## src/rtl/trsd_pkg.sv

```systemverilog
// Shared types and constants for the TGA run-length span decoder.
// No dependencies; every other file of the block imports this package.
`default_nettype none

package trsd_pkg;

  // Configuration register indexes
  localparam logic [0:0] CFG_BPP   = 1'b0;
  localparam logic [0:0] CFG_COUNT = 1'b1;

  typedef enum logic [1:0] {
    ERR_NONE      = 2'd0,
    ERR_EARLY_END = 2'd1,
    ERR_OVERFLOW  = 2'd2
  } err_e;

  // Packet header split point and run length bias
  localparam logic [7:0] RUN_FLAG = 8'd128;
  localparam logic [7:0] RUN_BIAS = 8'd127;

  typedef struct packed {
    logic [31:0] pixel_value;
    logic [7:0]  span_length;
    logic [23:0] start_index;
    logic        image_done;
    err_e        error_code;
  } span_t;

endpackage

`default_nettype wire

```

## src/rtl/tga_rle_span_decoder.sv

```systemverilog
// Top level of the TGA run-length span decoder: input register, decoder, result register.
// Depends on trsd_pkg, trsd_cfg and trsd_decode.
//
// Usage:
//   The input channel (in_valid_i / in_stall_o) carries one byte of the run-length
//   pixel stream per request, or a stream_end_i flag when the source runs dry.
//   The output channel (out_valid_o / out_stall_i) carries one span per finished
//   pixel: its value, length, start position, an image-done flag and an error code.
//   Header bytes and partial pixel bytes give no span.
//   An accepted byte enters the input register, and its span is loaded into the result
//   register when the decode step runs, which waits while a held result is stalled.
//   Throughput is one byte per cycle unless the receiver stalls, set by the single decode
//   step between the two registers; the packet state is updated in that same cycle.
//   When the receiver stalls, the result register holds; one more byte may sit in
//   the input register, after which in_stall_o is raised until the result is taken.
//   Reset clears the packet state and loads bytes_per_pixel = 3, pixel_count = 1.
//   After a finished image or an error the decoder clears itself for the next image.
//   Configuration writes (cfg_we_i) take effect at once and belong in idle time.
`default_nettype none

module tga_rle_span_decoder #(
  parameter int COUNT_BITS = 25
) (
  input  wire                   clk_i,
  input  wire                   rst_ni,
  input  wire                   cfg_we_i,
  input  wire  [0:0]            cfg_idx_i,
  input  wire  [COUNT_BITS-1:0] cfg_wdata_i,
  input  wire                   in_valid_i,
  output logic                  in_stall_o,
  input  wire  [7:0]            data_byte_i,
  input  wire                   stream_end_i,
  output logic                  out_valid_o,
  input  wire                   out_stall_i,
  output logic [31:0]           pixel_value_o,
  output logic [7:0]            span_length_o,
  output logic [23:0]           start_index_o,
  output logic                  image_done_o,
  output logic [1:0]            error_code_o
);
  import trsd_pkg::*;

  logic                  s1_valid_q;
  logic [7:0]            s1_byte_q;
  logic                  s1_end_q;
  logic                  out_valid_q;
  span_t                 out_q;
  logic                  s2_free;
  logic                  step;
  logic [2:0]            bpp;
  logic [COUNT_BITS-1:0] count;
  logic                  res_valid;
  span_t                 res;

  assign s2_free    = !out_valid_q || !out_stall_i;
  assign step       = s1_valid_q && s2_free;
  assign in_stall_o = s1_valid_q && !s2_free;

  trsd_cfg #(
    .COUNT_BITS (COUNT_BITS)
  ) u_cfg (
    .clk_i       (clk_i),
    .rst_ni      (rst_ni),
    .cfg_we_i    (cfg_we_i),
    .cfg_idx_i   (cfg_idx_i),
    .cfg_wdata_i (cfg_wdata_i),
    .bpp_o       (bpp),
    .count_o     (count)
  );

  trsd_decode #(
    .COUNT_BITS (COUNT_BITS)
  ) u_decode (
    .clk_i        (clk_i),
    .rst_ni       (rst_ni),
    .step_i       (step),
    .data_byte_i  (s1_byte_q),
    .stream_end_i (s1_end_q),
    .bpp_i        (bpp),
    .count_i      (count),
    .res_valid_o  (res_valid),
    .res_o        (res)
  );

  // Input register: refill whenever the held request moves on
  always_ff @(posedge clk_i or negedge rst_ni) begin
    if (!rst_ni) begin
      s1_valid_q <= 1'b0;
    end else if (!in_stall_o) begin
      s1_valid_q <= in_valid_i;
    end
  end

  always_ff @(posedge clk_i) begin
    if (in_valid_i && !in_stall_o) begin
      s1_byte_q <= data_byte_i;
      s1_end_q  <= stream_end_i;
    end
  end

  // Result register: hold while stalled
  always_ff @(posedge clk_i or negedge rst_ni) begin
    if (!rst_ni) begin
      out_valid_q <= 1'b0;
    end else if (step && res_valid) begin
      out_valid_q <= 1'b1;
    end else if (!out_stall_i) begin
      out_valid_q <= 1'b0;
    end
  end

  always_ff @(posedge clk_i) begin
    if (step && res_valid) begin
      out_q <= res;
    end
  end

  assign out_valid_o   = out_valid_q;
  assign pixel_value_o = out_q.pixel_value;
  assign span_length_o = out_q.span_length;
  assign start_index_o = out_q.start_index;
  assign image_done_o  = out_q.image_done;
  assign error_code_o  = out_q.error_code;

  // Input side stalls only behind a held result
  assert property (@(posedge clk_i) disable iff (!rst_ni)
    in_stall_o |-> out_valid_q && out_stall_i)
    else $error("input stalled with result register free");

  // A stream end always yields a result next cycle
  assert property (@(posedge clk_i) disable iff (!rst_ni)
    step && s1_end_q |=> out_valid_q && out_q.error_code == ERR_EARLY_END)
    else $error("stream end gave no error result");

  // Early end carries no pixel
  assert property (@(posedge clk_i) disable iff (!rst_ni)
    out_valid_q && out_q.error_code == ERR_EARLY_END
    |-> out_q.span_length == 8'd0 && out_q.pixel_value == 32'd0 && !out_q.image_done)
    else $error("early end result carries a pixel");

  // Completion and error are exclusive
  assert property (@(posedge clk_i) disable iff (!rst_ni)
    out_valid_q && out_q.image_done |-> out_q.error_code == ERR_NONE)
    else $error("image done flagged on an error result");

endmodule

`default_nettype wire

```

## src/rtl/trsd_cfg.sv

```systemverilog
// Configuration registers of the span decoder and their effective values.
// Depends on trsd_pkg for the register indexes.
`default_nettype none

module trsd_cfg #(
  parameter int COUNT_BITS = 25
) (
  input  wire                   clk_i,
  input  wire                   rst_ni,
  input  wire                   cfg_we_i,
  input  wire  [0:0]            cfg_idx_i,
  input  wire  [COUNT_BITS-1:0] cfg_wdata_i,
  output logic [2:0]            bpp_o,
  output logic [COUNT_BITS-1:0] count_o
);
  import trsd_pkg::*;

  localparam logic [COUNT_BITS-1:0] CountLim = COUNT_BITS'(1) << (COUNT_BITS - 1);

  logic [2:0]            bpp_q;
  logic [COUNT_BITS-1:0] count_q;

  always_ff @(posedge clk_i or negedge rst_ni) begin
    if (!rst_ni) begin
      bpp_q   <= 3'd3;
      count_q <= COUNT_BITS'(1);
    end else if (cfg_we_i) begin
      case (cfg_idx_i)
        CFG_BPP:   bpp_q   <= cfg_wdata_i[2:0];
        CFG_COUNT: count_q <= cfg_wdata_i;
        default: ;
      endcase
    end
  end

  // Fold out-of-range widths onto the nearest legal one
  always_comb begin
    case (bpp_q)
      3'd0:    bpp_o = 3'd1;
      3'd1:    bpp_o = 3'd1;
      3'd2:    bpp_o = 3'd2;
      3'd3:    bpp_o = 3'd3;
      default: bpp_o = 3'd4;
    endcase
  end

  // Saturate the image size at half the counter range
  assign count_o = (count_q > CountLim) ? CountLim : count_q;

endmodule

`default_nettype wire

```

## src/rtl/trsd_decode.sv

```systemverilog
// Packet decoder of the span decoder: packet state, pixel gathering and span results.
// Depends on trsd_pkg for the result type, error codes and header constants.
`default_nettype none

module trsd_decode #(
  parameter int COUNT_BITS = 25
) (
  input  wire                   clk_i,
  input  wire                   rst_ni,
  input  wire                   step_i,
  input  wire  [7:0]            data_byte_i,
  input  wire                   stream_end_i,
  input  wire  [2:0]            bpp_i,
  input  wire  [COUNT_BITS-1:0] count_i,
  output logic                  res_valid_o,
  output trsd_pkg::span_t       res_o
);
  import trsd_pkg::*;

  typedef enum logic [1:0] {
    PH_HEADER = 2'd0,
    PH_RAW    = 2'd1,
    PH_RUN    = 2'd2
  } phase_e;

  phase_e                phase_q, phase_d;
  logic [7:0]            raw_left_q, raw_left_d;
  logic [1:0]            byte_pos_q, byte_pos_d;
  logic [31:0]           acc_q, acc_d;
  logic [7:0]            run_len_q, run_len_d;
  logic [COUNT_BITS-1:0] done_q, done_d;

  logic [2:0]            bp_next;
  logic [31:0]           acc_new;
  logic [7:0]            len;
  logic [COUNT_BITS-1:0] len_ext;
  logic [COUNT_BITS-1:0] remaining;
  logic [COUNT_BITS-1:0] done_sum;
  logic [7:0]            raw_dec;
  logic                  pkt_end;

  always_comb begin
    bp_next   = {1'b0, byte_pos_q} + 3'd1;
    acc_new   = acc_q | (32'(data_byte_i) << {byte_pos_q, 3'b000});
    len       = (phase_q == PH_RAW) ? 8'd1 : run_len_q;
    len_ext   = COUNT_BITS'(len);
    remaining = (done_q < count_i) ? (count_i - done_q) : '0;
    done_sum  = done_q + len_ext;
    raw_dec   = raw_left_q - 8'd1;
    pkt_end   = (phase_q == PH_RUN) || (raw_dec == 8'd0);
  end

  always_comb begin
    phase_d     = phase_q;
    raw_left_d  = raw_left_q;
    byte_pos_d  = byte_pos_q;
    acc_d       = acc_q;
    run_len_d   = run_len_q;
    done_d      = done_q;
    res_valid_o = 1'b0;
    res_o       = '{pixel_value: 32'd0, span_length: 8'd0,
                    start_index: 24'(done_q), image_done: 1'b0,
                    error_code: ERR_NONE};

    if (stream_end_i) begin
      res_valid_o      = 1'b1;
      res_o.error_code = ERR_EARLY_END;
      phase_d          = PH_HEADER;
      raw_left_d       = '0;
      byte_pos_d       = '0;
      acc_d            = '0;
      run_len_d        = '0;
      done_d           = '0;
    end else begin
      case (phase_q)
        PH_RAW, PH_RUN: begin
          if (bp_next < bpp_i) begin
            byte_pos_d = bp_next[1:0];
            acc_d      = acc_new;
          end else begin
            res_valid_o       = 1'b1;
            res_o.pixel_value = acc_new;
            byte_pos_d        = '0;
            acc_d             = '0;
            if (len_ext > remaining) begin
              // Clip the span to what is left and drop the image
              res_o.span_length = remaining[7:0];
              res_o.error_code  = ERR_OVERFLOW;
              phase_d           = PH_HEADER;
              raw_left_d        = '0;
              run_len_d         = '0;
              done_d            = '0;
            end else begin
              res_o.span_length = len;
              if (phase_q == PH_RAW) begin
                raw_left_d = raw_dec;
              end
              if (pkt_end) begin
                phase_d = PH_HEADER;
              end
              done_d = done_sum;
              if (pkt_end && (done_sum == count_i)) begin
                res_o.image_done = 1'b1;
                raw_left_d       = '0;
                run_len_d        = '0;
                done_d           = '0;
              end
            end
          end
        end
        default: begin
          if (data_byte_i < RUN_FLAG) begin
            phase_d    = PH_RAW;
            raw_left_d = data_byte_i + 8'd1;
          end else begin
            phase_d   = PH_RUN;
            run_len_d = data_byte_i - RUN_BIAS;
          end
          byte_pos_d = '0;
          acc_d      = '0;
        end
      endcase
    end
  end

  always_ff @(posedge clk_i or negedge rst_ni) begin
    if (!rst_ni) begin
      phase_q    <= PH_HEADER;
      raw_left_q <= '0;
      byte_pos_q <= '0;
      acc_q      <= '0;
      run_len_q  <= '0;
      done_q     <= '0;
    end else if (step_i) begin
      phase_q    <= phase_d;
      raw_left_q <= raw_left_d;
      byte_pos_q <= byte_pos_d;
      acc_q      <= acc_d;
      run_len_q  <= run_len_d;
      done_q     <= done_d;
    end
  end

  // A raw packet in progress always has pixels left to take
  assert property (@(posedge clk_i) disable iff (!rst_ni)
    phase_q == PH_RAW |-> raw_left_q != 8'd0)
    else $error("raw packet open with no pixels left");

  // A span without error always covers at least one pixel
  assert property (@(posedge clk_i) disable iff (!rst_ni)
    step_i && res_valid_o && res_o.error_code == ERR_NONE |-> res_o.span_length != 8'd0)
    else $error("empty span without error");

  // A finished image or an error restarts from pixel zero
  assert property (@(posedge clk_i) disable iff (!rst_ni)
    step_i && res_valid_o && (res_o.image_done || res_o.error_code != ERR_NONE)
    |=> done_q == '0 && phase_q == PH_HEADER)
    else $error("decoder not cleared after image end");

endmodule

`default_nettype wire
```

## config.mk

```make
export PLATFORM = sky130hd
export DESIGN_NAME = tga_rle_span_decoder
export DESIGN_NICKNAME = d
export VERILOG_FILES = /design/src/rtl/trsd_pkg.sv /design/src/rtl/tga_rle_span_decoder.sv /design/src/rtl/trsd_cfg.sv /design/src/rtl/trsd_decode.sv
export SDC_FILE = /design/constraint.sdc
export NUM_CORES = 1
export LEC_CHECK = 0
export ABC_AREA = 1
export ABC_CLOCK_PERIOD_IN_PS = 11700
export BUFFER_PORTS_ARGS = -buffer_cell sky130_fd_sc_hd__clkbuf_2
export CORE_ASPECT_RATIO = 0.6
export CORE_MARGIN = 2
export CORE_UTILIZATION = 38
export DETAILED_ROUTE_END_ITERATION = 7
export PLACE_DENSITY = 0.58
export SLEW_MARGIN = 40
export SYNTH_ARGS = -nofsm -noshare
export SYNTH_HDL_FRONTEND = slang
export SYNTH_SLANG_ARGS = --single-unit
export TNS_END_PERCENT = 1
```

## constraint.sdc

```tcl
create_clock -name clk_i -period 11.7 [get_ports clk_i]
set_input_delay 0.585 -clock clk_i [delete_from_list [all_inputs] [get_ports clk_i]]
set_output_delay 0.585 -clock clk_i [all_outputs]
set_load 0.05 [all_outputs]
```

-- Word-level counts from Yosys, hierarchy flattened
Cells that the tools add are included.
- output and inout port bits: 69
- register bits: 183
- reductions and logical operators: 25
- $add $sub $neg: 6
- shift operators: 1
- magnitude comparators: 5
- equality and inequality tests: 13
- muxes and demuxes: 44
- bitwise logic cells: 3
- operators by type and width (kind ; count):
    25-bit two-way mux ; 7
    8-bit two-way mux ; 15
    32-bit two-way mux ; 3
    32-bit bitwise OR ; 1
    8-bit by 5-bit << shifter with 32-bit output ; 1
    25-bit by 8-bit adder with 25-bit output ; 1
    25-bit equality test ; 1
    25-bit greater-than comparator (second input constant) ; 1
    8-bit by 25-bit greater-than comparator with 1-bit output ; 1
    25-bit < comparator ; 1
    25-bit subtractor ; 1
    2-bit two-way mux ; 10
    3-bit case mux with 3 select lines ; 1
    8-bit by 1-bit adder with 8-bit output (second input constant) ; 1
    8-bit zero test ; 1
    8-bit < comparator (second input constant) ; 1
    1-bit two-way mux ; 8
    4-bit by 2-bit != test with 1-bit output (second input constant) ; 2
    4-bit AND reduction ; 2
    8-bit by 1-bit subtractor with 8-bit output (second input constant) ; 1
    8-bit by 7-bit subtractor with 8-bit output (second input constant) ; 1
    3-bit by 2-bit equality test with 1-bit output (second input constant) ; 2
    3-bit != test (second input constant) ; 2
    3-bit AND reduction ; 2
    19 further kinds ; 30

-- Logic depth before layout (Yosys ltp)
- depth in word-level cells: 10
- gate-level depth with buffers: 37
- depth with buffers taken out: 35

-- By module
Synthesis repeated with hierarchy kept, for this count alone.
- cell total of the unflattened synthesis: 1647
- area, all modules: 12150.4 um2
- modules (own cells, without submodules) (module ; times used ; sequential area each (um2) ; area an instance (um2) ; cells each):
    trsd_decode ; 1 ; 1926.8 ; 8331.7 ; 1381
    tga_rle_span_decoder ; 1 ; 2332.2 ; 2383.5 ; 91
    trsd_cfg ; 1 ; 704.4 ; 1435.1 ; 175

-- Worst setup path before layout
OpenSTA, ideal clock, no wires.
- path type: register to register
- start point: reg u_cfg.count_q[0]
- end point: reg u_decode.done_q[16]
- library setup time: 235 ps
- setup slack: 7548 ps
- cell stages (with the launch flop): 34
- data arrival time: 3916 ps
- cells stage by stage: dfstp_2 nor2_1 nand2_1 nor2_1 nand3_1 nand2_2 buf_2 nand2_1 clkinv_1 ha_1 nand2_1 nor2_1 nand2_1 nor2_1 nand2_1 inv_1 nor2_1 nor2_2 buf_6 nand3_1 ha_1 nand2_1 nor2_1 inv_1 nor2_1 nor2_1 o21ai_0 a21o_1 nand3_1 nor2_1 nand2_2 nand3_2 buf_2 o22ai_1
- word-level cells in the longest chain between the ends: 9
- elaborated cells on any way between the ends: 13
- classes of those cells: add/sub (1); order compare (3); eq/ne (1); mux (7); reduce/logical (1)
- ends and longest elaborated chain (what ; RTL line ; text):
    start: declaration ; trsd_cfg.sv:21 ; logic [COUNT_BITS-1:0] count_q;
    start signal: assignment ; trsd_cfg.sv:30 ; CFG_COUNT: count_q <= cfg_wdata_i;
    25-bit greater-than comparator ; trsd_cfg.sv:48 ; assign count_o = (count_q > CountLim) ? CountLim : count_q;
    25-bit two-way mux (*) ; trsd_cfg.sv:48 ;
    25-bit subtractor (tied with other cells) ; trsd_decode.sv:47 ; remaining = (done_q < count_i) ? (count_i - done_q) : '0;
    25-bit two-way mux / 1-bit logical AND (equally long branches) ; trsd_decode.sv:47, trsd_decode.sv:102 ;
    8-bit by 25-bit greater-than comparator with 1-bit output / 25-bit two-way mux (equally long branches) ; trsd_decode.sv:85, trsd_decode.sv:102 ;
    25-bit two-way mux (*) ; trsd_decode.sv:85 ; if (len_ext > remaining) begin
    25-bit two-way mux (*) ; trsd_decode.sv:77 ; if (bp_next < bpp_i) begin
    25-bit two-way mux (*) ; trsd_decode.sv:75 ; case (phase_q)
    25-bit two-way mux (*) ; trsd_decode.sv:65 ; if (stream_end_i) begin
    end signal: assignment ; trsd_decode.sv:140 ; done_q <= done_d;
    end: declaration ; trsd_decode.sv:31 ; logic [COUNT_BITS-1:0] done_q, done_d;
Mark *: on every way between the ends. The rest lies on a longest branch, timed or not. The select of a mux whose other input is x is not followed.
A chain may end at the register's enable or synchronous reset.

-- Worst setup path in the final report
- start point: reg u_cfg.count_q[20]
- end point: reg u_decode.done_q[0]
The elaborated chain is that of the path after synthesis.

==> qor.yml <==
status: "completed"
synth_edf_count: 76
synthCells: 1535
overflow: 0
syn-cell-area_sq_mm: 0.01151
reg2regPathDepth: 28
dr_total_vias: 10770
start_util: 0.3854
portBuffers: 108
clk_latency_ns: 0.47
grt_pass1_vias: 9907
placed_area_sq_mm: 0.01247
wl_per_cell_um: 19.16
fin_skew_ns: 0.01129
max_freq_mhz: 170.0
drive_gt1_frac: 0.1290
antenna_found_initial: 1
synth.avg_cell_area_sq_um: 7.497
endpoint_kind: "flop"
die_w_um: 228.7
layout.cells.non_filler: 2059
ctsResizeCount: 0
crit_top_cell: "nor2_1"
fin_setup_tns_ns: 0
io_pins: 109
grt_max_degree: 57
via_per_inst: 5.231
synth-seq-cells: 183
stdcell_area_sq_mm: 0.01311
routed_wl_um: 39440
synth_warnings: 0
slowest_stage: "nand3_2"
power.density_mw_per_mm2: 232.4
hold_ws_ns: 0.06050
dr.pass1.iters: 5
n_antenna_cell: 0
synth_most_common_cell: "nand2_1"
grt_pass1_wl_um: 60730
hold_buffers: 0
hold_class: "input port to asynchronous set/reset pin"
syn_to_final_growth_pct: 13.96
dp_hpwl_um: 31530
globalplace.congestion: 0.9830
cp_max_fo: 27
cts.sinks: 183
synth_common_cells: "nand2_1, inv_1, nor2_1"
synth_top_cell_by_area: "dfrtp_1"
rows: 49
nNetsFinal: 1730
postLayoutSetupSlackWorst_ns: 5.817
ir_drop_mv: 0.09545
seq_area_frac_synth: 0.4313
setup_viol: 0
slew_headroom: 0.4518
fillers: 3140
dp_cells: 2027
syn-num-nets: 1627
htree_levels: 4
maxCapViolations: 0
post_cts_buffers: 0
crit_required_ns: 12.07
slew_violations: 0
ys_types: 45
power_mw: 3.047
r2r_end: "u_decode.done_q[0]"
drt_iter0_drc: 1432
die_area_sq_mm: 0.03174
worst_pin_slew_ns: 0.8173
postLayoutCoreUtil: 0.4392
ant_nets: 0
r2r_start: "u_cfg.count_q[20]"
yosysTopAreaCellShare: 0.2262
cp.arrival_ns: 6.25
synthArstFlopShare: 0.5847
rsz0062_at_grt: "false"
r2r_slack_ns: 5.82
grt_use_total: 0.2545
cp_slowest_stage_delay_ns: 0.52
path_class: "flop to flop"
leakage_nw: 6.503
crit_path_start_kind: "flop"
yosys-top-cells-area: "dfrtp_1, edfxtp_1, nand2_1"
period_share: 0.5028
cts_root_buffer: "clkbuf_16"
drc: 0
cts_tree: "done"
fin_crit_ns: 5.883
hold_viol: 0
dieHeight_um: 138.8
cts_buffers: 17
cts_buffer_depth: 2
synth_ff_type: "dfrtp_1"
core-area_sq_mm: 0.02986
place_ws_ns: 5.956
clkTransAtPathRegs_ns: 0.08
[final cells by class]
cell class	instances	area, sq um	share of cell area
Tap cell	408	510.5	0.03893
Multi-Input combinational cell	1098	5570	0.4248
Inverter	224	840.8	0.06412
Timing Repair Buffer	114	595.6	0.04542
Sequential cell	183	4965	0.3786
Clock buffer	18	439.2	0.03349
Clock inverter	14	192.7	0.01469
[sequential cells by signal, summed over array words and instances (netlist names)]
name                 count
pixel_value_o           32
u_decode.acc_q          32
u_cfg.count_q           25
u_decode.done_q         25
start_index_o           24
s1_byte_q                8
span_length_o            8
u_decode.raw_left_q      8
u_decode.run_len_q       8
u_cfg.bpp_q              3
error_code_o             2
u_decode.byte_pos_q      2
u_decode.phase_q         2
image_done_o             1
out_valid_o              1
s1_end_q                 1
s1_valid_q               1
[critical path: cells and delay by family (launching register included)]
family	cells	cell delay (ns)
AOI/OAI and AO/OA	5	0.85
buffers and inverters	1	0.14
DFF	1	0.40
and+or+nand+nor	20	3.72
adders and majority gates	2	0.65
[worst max path at each step]
stage                      startpoint                endpoint  slack, ns  cells after the start
finish              u_cfg.count_q[20]      u_decode.done_q[0]       5.82                     28
floorplan            u_cfg.count_q[0]     u_decode.done_q[16]       7.55                     33
global placement     u_cfg.count_q[4]  u_decode.raw_left_q[3]       6.04                     32
global route        u_cfg.count_q[16]  u_decode.raw_left_q[3]       5.06                     32
detailed placement  u_cfg.count_q[20]      u_decode.done_q[0]       5.96                     28
CTS                 u_cfg.count_q[20]      u_decode.done_q[0]       5.91                     28
[cells in the final DEF, fill, tap and decap left out, drive strengths merged, types with 40 or more instances in the layout]
master | netlist | layout
nor2 | 179 | 179
nand2 | 469 | 469
nor3 | 40 | 40
a21oi | 66 | 66
clkbuf | 17 | 125
dfrtp | 104 | 104
o21ai | 40 | 40
nand3 | 114 | 114
ha | 50 | 50
inv | 221 | 224
edfxtp | 76 | 76
[metal layers]
layer | wire (um) | vias up | part of all wire | GRT usage
met2 | 13390 | 438 | 0.34 | 0.2932
li1 | - | 5195 | - | -
met5 | 0 | - | 0 | 0
met3 | 4381 | 21 | 0.11 | 0.06805
met4 | 437 | 0 | 0.011 | 0.04713
met1 | 21230 | 5116 | 0.54 | 0.4427
[cell families (layout without fill, tap and decap cells)]
kind of cell	after synthesis	after routing	share of synthesized area
XOR/XNOR	7	7	0.005981
adder cells (fa/ha/maj)	52	52	0.05785
multiplexers	15	15	0.01468
buffers and inverters	254	370	0.08546
AND/OR/NAND/NOR	850	850	0.3150
flip-flops	183	183	0.4313
AO/OA/AOI/OAI	174	174	0.08970
[power breakdown]
group | switching, mW | internal [mW]
registers | 0.0962 | 0.836
logic | 1.10 | 0.384
clock network | 0.285 | 0.348
total | 1.48 | 1.57
(Power assumes the default switching activity.)
